===== config.mk =====
export PLATFORM = sky130hd
export DESIGN_NAME = alignment_indel_run_detector_top
export DESIGN_NICKNAME = d
export VERILOG_FILES = /design/src/sv/aird_pkg.sv /design/src/sv/alignment_indel_run_detector_top.sv /design/src/sv/aird_core.sv /design/src/sv/aird_queue.sv
export SDC_FILE = /design/constraint.sdc
export NUM_CORES = 2
export LEC_CHECK = 0
export BUFFER_PORTS_ARGS = -buffer_cell sky130_fd_sc_hd__clkbuf_2
export CORE_ASPECT_RATIO = 1.75
export CORE_MARGIN = 3
export CORE_UTILIZATION = 35
export CTS_CLUSTER_SIZE = 16
export DETAILED_ROUTE_END_ITERATION = 10
export PLACE_DENSITY = 0.56
export SKIP_LAST_GASP = 1
export SYNTH_ARGS = -nofsm -noshare
export SYNTH_HDL_FRONTEND = slang
export SYNTH_SLANG_ARGS = --single-unit
export TNS_END_PERCENT = 1

===== constraint.sdc =====
create_clock -name i_clk -period 21.6 [get_ports i_clk]
set_input_delay 3.24 -clock i_clk [delete_from_list [all_inputs] [get_ports i_clk]]
set_output_delay 3.24 -clock i_clk [all_outputs]
set_load 0.02 [all_outputs]

===== src/sv/aird_pkg.sv =====
// Package for the alignment indel run detector: widths, run kind codes,
// the signature and queue push structs and the saturating add. No dependencies.
package aird_pkg;

    localparam int POSITION_BITS = 31;
    localparam int MIN_LEN_BITS  = 16;

    typedef logic [POSITION_BITS-1:0] t_pos;
    typedef logic [MIN_LEN_BITS-1:0]  t_min_len;

    localparam t_pos     POS_ONE       = t_pos'(1);
    localparam t_min_len MIN_LEN_RESET = t_min_len'(40);

    // Run kind codes.
    localparam logic [1:0] RUN_NONE = 2'd0;
    localparam logic [1:0] RUN_DEL  = 2'd1;
    localparam logic [1:0] RUN_INS  = 2'd2;

    // Variant kind codes of a signature.
    localparam logic KIND_DEL = 1'b0;
    localparam logic KIND_INS = 1'b1;

    typedef struct packed {
        logic variant_kind;
        t_pos query_from;
        t_pos query_to;
        t_pos subject_from;
        t_pos subject_to;
        logic last_of_run;
    } t_sig;

    // Up to two signatures produced by one accepted item, earlier run first.
    typedef struct packed {
        logic [1:0] num;
        t_sig       first;
        t_sig       second;
    } t_push;

    function automatic t_pos sat_add(input t_pos a, input t_pos b);
        logic [POSITION_BITS:0] s;
        begin
            s = {1'b0, a} + {1'b0, b};
            sat_add = s[POSITION_BITS] ? '1 : s[POSITION_BITS-1:0];
        end
    endfunction

endpackage


===== src/sv/alignment_indel_run_detector_top.sv =====
// Top level of the alignment indel run detector: joins the column core and
// the result queue. Depends on aird_pkg, aird_core and aird_queue.
//
//   Channel   Direction  Handshake               Payload
//   column    in         i_valid / o_ready       first/last flags, starts, gap flags
//   variant   out        o_valid / i_ready       kind, query and subject spans, last
//   config    in         i_cfg_we (no wait)      i_cfg_data, minimum run length
//
// Each column item is handled in the cycle it is accepted, so one item can be
// accepted every cycle while each item yields at most one signature and i_ready stays high.
// An item that yields two signatures holds o_ready low until its first signature is taken,
// since the two-entry result queue drains one signature per cycle while i_ready is high.
// Reset is synchronous and active low; it empties the queue, clears the
// positions and the open run and sets the minimum length to 40.
// A stall on the output holds the queue; o_ready then drops until there is room.
module alignment_indel_run_detector_top (
    input  logic                    i_clk,
    input  logic                    i_rst_n,
    input  logic                    i_cfg_we,
    input  aird_pkg::t_min_len      i_cfg_data,
    input  logic                    i_valid,
    output logic                    o_ready,
    input  logic                    i_first_column,
    input  aird_pkg::t_pos          i_query_start,
    input  aird_pkg::t_pos          i_subject_start,
    input  logic                    i_query_gap,
    input  logic                    i_subject_gap,
    input  logic                    i_last_column,
    output logic                    o_valid,
    input  logic                    i_ready,
    output logic                    o_variant_kind,
    output aird_pkg::t_pos          o_query_from,
    output aird_pkg::t_pos          o_query_to,
    output aird_pkg::t_pos          o_subject_from,
    output aird_pkg::t_pos          o_subject_to,
    output logic                    o_last_of_run
);
    import aird_pkg::*;

    t_push push;
    t_sig  head;
    logic  accept;
    logic  pop;
    logic  can_push;

    // An item is accepted when the queue will be empty after this cycle's pop,
    // so both signatures of any item always find room.
    assign o_ready = can_push;
    assign accept  = i_valid && can_push;
    assign pop     = o_valid && i_ready;

    aird_core u_core (
        .i_clk           (i_clk),
        .i_rst_n         (i_rst_n),
        .i_cfg_we        (i_cfg_we),
        .i_cfg_data      (i_cfg_data),
        .i_accept        (accept),
        .i_first_column  (i_first_column),
        .i_query_start   (i_query_start),
        .i_subject_start (i_subject_start),
        .i_query_gap     (i_query_gap),
        .i_subject_gap   (i_subject_gap),
        .i_last_column   (i_last_column),
        .o_push          (push)
    );

    // Items that close no qualifying run push nothing.
    aird_queue u_queue (
        .i_clk      (i_clk),
        .i_rst_n    (i_rst_n),
        .i_push     (accept && (push.num != 2'd0)),
        .i_data     (push),
        .i_pop      (pop),
        .o_valid    (o_valid),
        .o_can_push (can_push),
        .o_head     (head)
    );

    assign o_variant_kind = head.variant_kind;
    assign o_query_from   = head.query_from;
    assign o_query_to     = head.query_to;
    assign o_subject_from = head.subject_from;
    assign o_subject_to   = head.subject_to;
    assign o_last_of_run  = head.last_of_run;

endmodule


===== src/sv/aird_core.sv =====
// Column tracking core: position and run state, the length register and the
// single pass that turns one column into up to two signatures. Uses aird_pkg.
module aird_core (
    input  logic                  i_clk,
    input  logic                  i_rst_n,
    input  logic                  i_cfg_we,
    input  aird_pkg::t_min_len    i_cfg_data,
    input  logic                  i_accept,
    input  logic                  i_first_column,
    input  aird_pkg::t_pos        i_query_start,
    input  aird_pkg::t_pos        i_subject_start,
    input  logic                  i_query_gap,
    input  logic                  i_subject_gap,
    input  logic                  i_last_column,
    output aird_pkg::t_push       o_push
);
    import aird_pkg::*;

    t_min_len   r_min_len;
    t_pos       r_qpos, r_spos, r_rlen;
    logic [1:0] r_rkind;

    t_pos       q0, s0, l0, q1, s1, l1, q2, s2, l2, q3, s3;
    logic [1:0] k0, k1, k2, kind;
    logic       close1, close2, emit1, emit2, del1, del2;
    t_sig       sig1, sig2;

    always_comb begin
        // A first column drops any open run and reloads the positions.
        q0 = i_first_column ? i_query_start   : r_qpos;
        s0 = i_first_column ? i_subject_start : r_spos;
        k0 = i_first_column ? RUN_NONE        : r_rkind;
        l0 = i_first_column ? '0              : r_rlen;

        // A column with both sides gapped counts as a deletion column.
        if (i_query_gap) begin
            kind = RUN_DEL;
        end else if (i_subject_gap) begin
            kind = RUN_INS;
        end else begin
            kind = RUN_NONE;
        end

        close1 = (k0 != RUN_NONE) && (k0 != kind);
        del1   = (k0 == RUN_DEL);
        emit1  = close1 && (l0 >= t_pos'(r_min_len));
        sig1.variant_kind = del1 ? KIND_DEL : KIND_INS;
        sig1.query_from   = q0;
        sig1.query_to     = sat_add(q0, del1 ? POS_ONE : l0);
        sig1.subject_from = s0;
        sig1.subject_to   = sat_add(s0, del1 ? l0 : POS_ONE);
        sig1.last_of_run  = 1'b0;

        q1 = (close1 && !del1) ? sat_add(q0, l0) : q0;
        s1 = (close1 && del1)  ? sat_add(s0, l0) : s0;
        k1 = close1 ? RUN_NONE : k0;
        l1 = close1 ? '0 : l0;

        q2 = q1;
        s2 = s1;
        k2 = k1;
        l2 = l1;
        if (kind == RUN_NONE) begin
            q2 = sat_add(q1, POS_ONE);
            s2 = sat_add(s1, POS_ONE);
        end else if (k1 == kind) begin
            l2 = sat_add(l1, POS_ONE);
        end else begin
            k2 = kind;
            l2 = POS_ONE;
        end

        close2 = i_last_column && (k2 != RUN_NONE);
        del2   = (k2 == RUN_DEL);
        emit2  = close2 && (l2 >= t_pos'(r_min_len));
        sig2.variant_kind = del2 ? KIND_DEL : KIND_INS;
        sig2.query_from   = q2;
        sig2.query_to     = sat_add(q2, del2 ? POS_ONE : l2);
        sig2.subject_from = s2;
        sig2.subject_to   = sat_add(s2, del2 ? l2 : POS_ONE);
        sig2.last_of_run  = 1'b1;

        q3 = (close2 && !del2) ? sat_add(q2, l2) : q2;
        s3 = (close2 && del2)  ? sat_add(s2, l2) : s2;

        o_push.num    = {1'b0, emit1} + {1'b0, emit2};
        o_push.first  = emit1 ? sig1 : sig2;
        o_push.first.last_of_run = !(emit1 && emit2);
        o_push.second = sig2;
    end

    always_ff @(posedge i_clk) begin
        if (!i_rst_n) begin
            r_min_len <= MIN_LEN_RESET;
            r_qpos    <= '0;
            r_spos    <= '0;
            r_rkind   <= RUN_NONE;
            r_rlen    <= '0;
        end else begin
            if (i_cfg_we) begin
                r_min_len <= i_cfg_data;
            end
            if (i_accept) begin
                r_qpos  <= q3;
                r_spos  <= s3;
                r_rkind <= close2 ? RUN_NONE : k2;
                r_rlen  <= close2 ? '0 : l2;
            end
        end
    end

endmodule


===== src/sv/aird_queue.sv =====
// Two-entry result queue: takes up to two signatures at once when empty and
// hands them out one per item handshake. Uses aird_pkg.
module aird_queue (
    input  logic            i_clk,
    input  logic            i_rst_n,
    input  logic            i_push,
    input  aird_pkg::t_push i_data,
    input  logic            i_pop,
    output logic            o_valid,
    output logic            o_can_push,
    output aird_pkg::t_sig  o_head
);
    import aird_pkg::*;

    t_sig       r_slot0, r_slot1, n_slot0, n_slot1;
    logic [1:0] r_count, n_count;

    assign o_valid    = (r_count != 2'd0);
    assign o_head     = r_slot0;
    // A push is only taken when the queue is empty after this cycle's pop.
    assign o_can_push = (r_count == 2'd0) || ((r_count == 2'd1) && i_pop);

    always_comb begin
        n_slot0 = i_pop ? r_slot1 : r_slot0;
        n_slot1 = r_slot1;
        n_count = r_count - {1'b0, i_pop};
        if (i_push) begin
            n_slot0 = i_data.first;
            n_slot1 = i_data.second;
            n_count = i_data.num;
        end
    end

    always_ff @(posedge i_clk) begin
        if (!i_rst_n) begin
            r_count <= 2'd0;
        end else begin
            r_count <= n_count;
        end
    end

    always_ff @(posedge i_clk) begin
        r_slot0 <= n_slot0;
        r_slot1 <= n_slot1;
    end

endmodule


==> flow_metrics.py <==
metrics = {
    "outcome": {
        "status": "completed",
    },
    "drt": {
        "drt-initial-drc-count": 3024,
        "viasPerCell": 6.14,
        "antenna_left": 0,
        "drc": 0,
        "firstDrtPassIters": 5,
        "drt_wl_total_um": 172000,
        "wire_per_inst_um": 30.1,
        "vias": 35098,
    },
    "sta": {
        "setup_total_negative_slack_ps": 0,
        "worst_slack_ps": 7110,
        "worst_pin_slew_ps": 1250,
        "slew_headroom_pct": 16.5,
        "fin_crit_sh_pct": 67.1,
        "setup_viol": 0,
        "finalHoldViolations": 0,
        "rsz0062_at_grt": "false",
        "drv_slew": 0,
        "fin_crit_ps": 14490,
        "max_freq_mhz": 69.0,
        "skew_ps": 27.4,
    },
    "critical_path": {
        "r2r-start": "u_core.r_qpos[5]$_SDFFE_PN0P_",
        "cp.depth": 34,
        "reg2reg_setup_slack_ps": 10770,
        "cp_slowest_cell": "a2111oi_0",
        "worstRegToRegCells": 30,
        "worstSetupStartpointType": "input port",
        "critPathTopFamily": "compound AO/OA/AOI/OAI gates",
        "crit_fanout": 72,
        "crit_top_cell": "buf_4",
        "slowest_delay_ps": 760,
        "crit_type": "in2reg",
        "worstReg2RegEnd": "u_queue.o_head[81]$_DFFE_PP_",
        "critPathBufInv": 7,
        "cp-end-kind": "flop",
        "worstPathArrival_ps": 14820,
        "cp.required_ps": 21930,
    },
    "floorplan": {
        "ios": 215,
        "die_x_um": 244,
        "row_count": 151,
        "start_util_pct": 35.5,
        "die_area_um2": 103000,
        "coreArea_um2": 97500,
        "die_h_um": 422,
    },
    "synth": {
        "synth-main-ff-cell": "edfxtp_1",
        "synth_edf_count": 251,
        "synth.cell_area_um2": 34600,
        "ys_types": 112,
        "syn_inst": 4231,
        "ys_warn_count": 0,
        "syn_avg_cell_area_um2": 8.17,
        "ys_seq_area_share_pct": 28.3,
        "synth.ff_latch_count": 364,
        "syn_nets": 4582,
        "ys_async_sr_fraction_pct": 0,
    },
    "placed_design": {
        "gp_congestion": 1.04,
        "place_hpwl_um": 134000,
        "place_ws_ps": 6800,
        "io_buffers": 214,
    },
    "cts": {
        "cts.sinks": 364,
        "hold_buffers": 0,
        "cts_tree": "done",
        "clk_path_buf_depth": 3,
        "post-cts-setup-buffers": 0,
        "post_cts_resized": 0,
        "insertion_delay_ps": 630,
        "root_buffer": "clkbuf_16",
        "clk_pin_slew_ps": 70,
        "cts_inserted_buffers": 42,
        "htreeDepth": 2,
    },
    "global_route": {
        "grt_pass1_vias": 34499,
        "grt_overflow_total": 0,
        "grtUsageTotal_pct": 32.4,
        "grt_max_degree": 99,
        "antenna_found_initial": 16,
        "grt_pass1_wl_um": 241000,
    },
    "run": {
        "maxCapViolCount": 0,
    },
    "layout": {
        "drive_gt1_share_pct": 11.7,
        "nets": 4725,
        "final_cell_mix": "nand2_1, o21ai_0, a21oi_1, nor2_1, ha_1",
        "fillers": 10309,
        "area_delta_synth_final_pct": 11.6,
        "final_common_cell": "nand2_1",
    },
    "hold_path": {
        "hold_path_depth": 2,
        "hold-path-endpoint": "u_core.r_spos[23]$_SDFFE_PN0P_",
        "hp-start": "u_core.r_spos[23]$_SDFFE_PN0P_",
        "hp-class": "reg2reg",
    },
    "power": {
        "power.density_nw_per_um2": 57.3,
        "finalPower_mw": 2.21,
        "peakVddDrop_mv": 0.0636,
        "p_leak_nw": 17.1,
    },
}
how the worst max path moves through the flow:
stage / from / endpoint / slack [ps]
global route: i_first_column / u_queue.o_head[93]$_DFFE_PP_ / 6440
finish: i_first_column / u_queue.o_head[81]$_DFFE_PP_ / 7110
global placement: i_first_column / u_queue.o_head[83]$_DFFE_PP_ / 6970
CTS: i_first_column / u_queue.o_head[81]$_DFFE_PP_ / 7380
detailed placement: i_first_column / u_queue.o_head[80]$_DFFE_PP_ / 6800
floorplan: i_first_column / u_queue.o_head[44]$_DFFE_PP_ / 8870
cell usage after synthesis (all sizes together) (57+ instances only):
cell type  number  area share (%)
nand3         115             1.7
nand2b         75             1.4
o21ai         345             5.0
o22ai          74             1.3
mux2i          57             1.7
and3           57             1.0
nor3          107             1.6
nor2          276             3.0
a21oi         288             4.2
inv           196             2.1
ha            258             9.3
xnor2         176             4.5
a31oi          64             1.2
a21o          152             3.3
dfxtp         113             6.5
and2          109             2.0
edfxtp        251              22
clkbuf        163             1.8
nor2b          95             1.7
xor2          109             2.8
nand2         433             4.7
stage by stage:
step / util [%] / hold WS [ps] / instances / cell area [um2]
6_report: 39.6 / 451 / 5715 / 38600
5_1_grt: 39.6 / 466 / 5710 / 38600
4_1_cts: 39.6 / 446 / 5707 / 38600
3_5_place_dp: 38.2 / 438 / 5629 / 37200
3_3_place_gp: 38.2 / 422 / 5629 / 37200
2_1_floorplan: - / 412 / 4231 / 34600
sequential cells by signal, indices dropped and copies added (netlist names):
name              cells
u_queue.o_head      126
u_queue.r_slot1     125
u_core.r_qpos        31
u_core.r_rlen        31
u_core.r_spos        31
u_core.r_min_len     16
u_core.r_rkind        2
u_queue.r_count       2
area by class of cell:
type / instances / area [um2] / share of cell area (%)
multi-input combinational: 3459 / 23200 / 60.2
sequential: 364 / 9800 / 25.4
timing repair buffer: 310 / 1810 / 4.70
tap: 1300 / 1630 / 4.21
clock buffer: 57 / 1170 / 3.03
inverter: 197 / 744 / 1.93
clock inverter: 21 / 190 / 0.493
antenna: 7 / 17.5 / 0.0454
report_power, final:
part / switching (mW) / internal, mW / leakage [nW] / total, mW
Sequential: 0.0341 / 0.799 / 3.20 / 0.833
Combinational: 0.436 / 0.195 / 13.2 / 0.631
Clock: 0.350 / 0.398 / 0.645 / 0.748
Total: 0.820 / 1.39 / 17.1 / 2.21
routing by layer:
metal,vias up,GRT usage (%),wire (um)
met5,-,0,44
met4,8,34.2,22900
met3,727,5.80,10300
met2,1601,56.9,83700
met1,16842,30.5,54800
li1,15920,-,-
worst reg2reg max path, delay by kind of cell, from the launching register on:
family / cells / cell delay, ps
compound gates: 18 / 5090
simple gates: 8 / 3720
fa+ha+maj: 2 / 660
buf+inv: 2 / 530
flops: 1 / 500
cell families (layout without fill, tap and decap cells):
kind of cell / count (synthesis) / after routing / synth area share [%]
simple gates: 1411 / 1411 / 20.1
compound gates: 1399 / 1399 / 26.8
buf+inv: 408 / 585 / 4.77
flops: 364 / 364 / 28.3
xor+xnor: 285 / 285 / 7.22
fa+ha+maj: 274 / 274 / 9.97
mux: 90 / 90 / 2.72
other cells: 0 / 7 / 0
No activity file was read; power rests on OpenSTA's default activity.
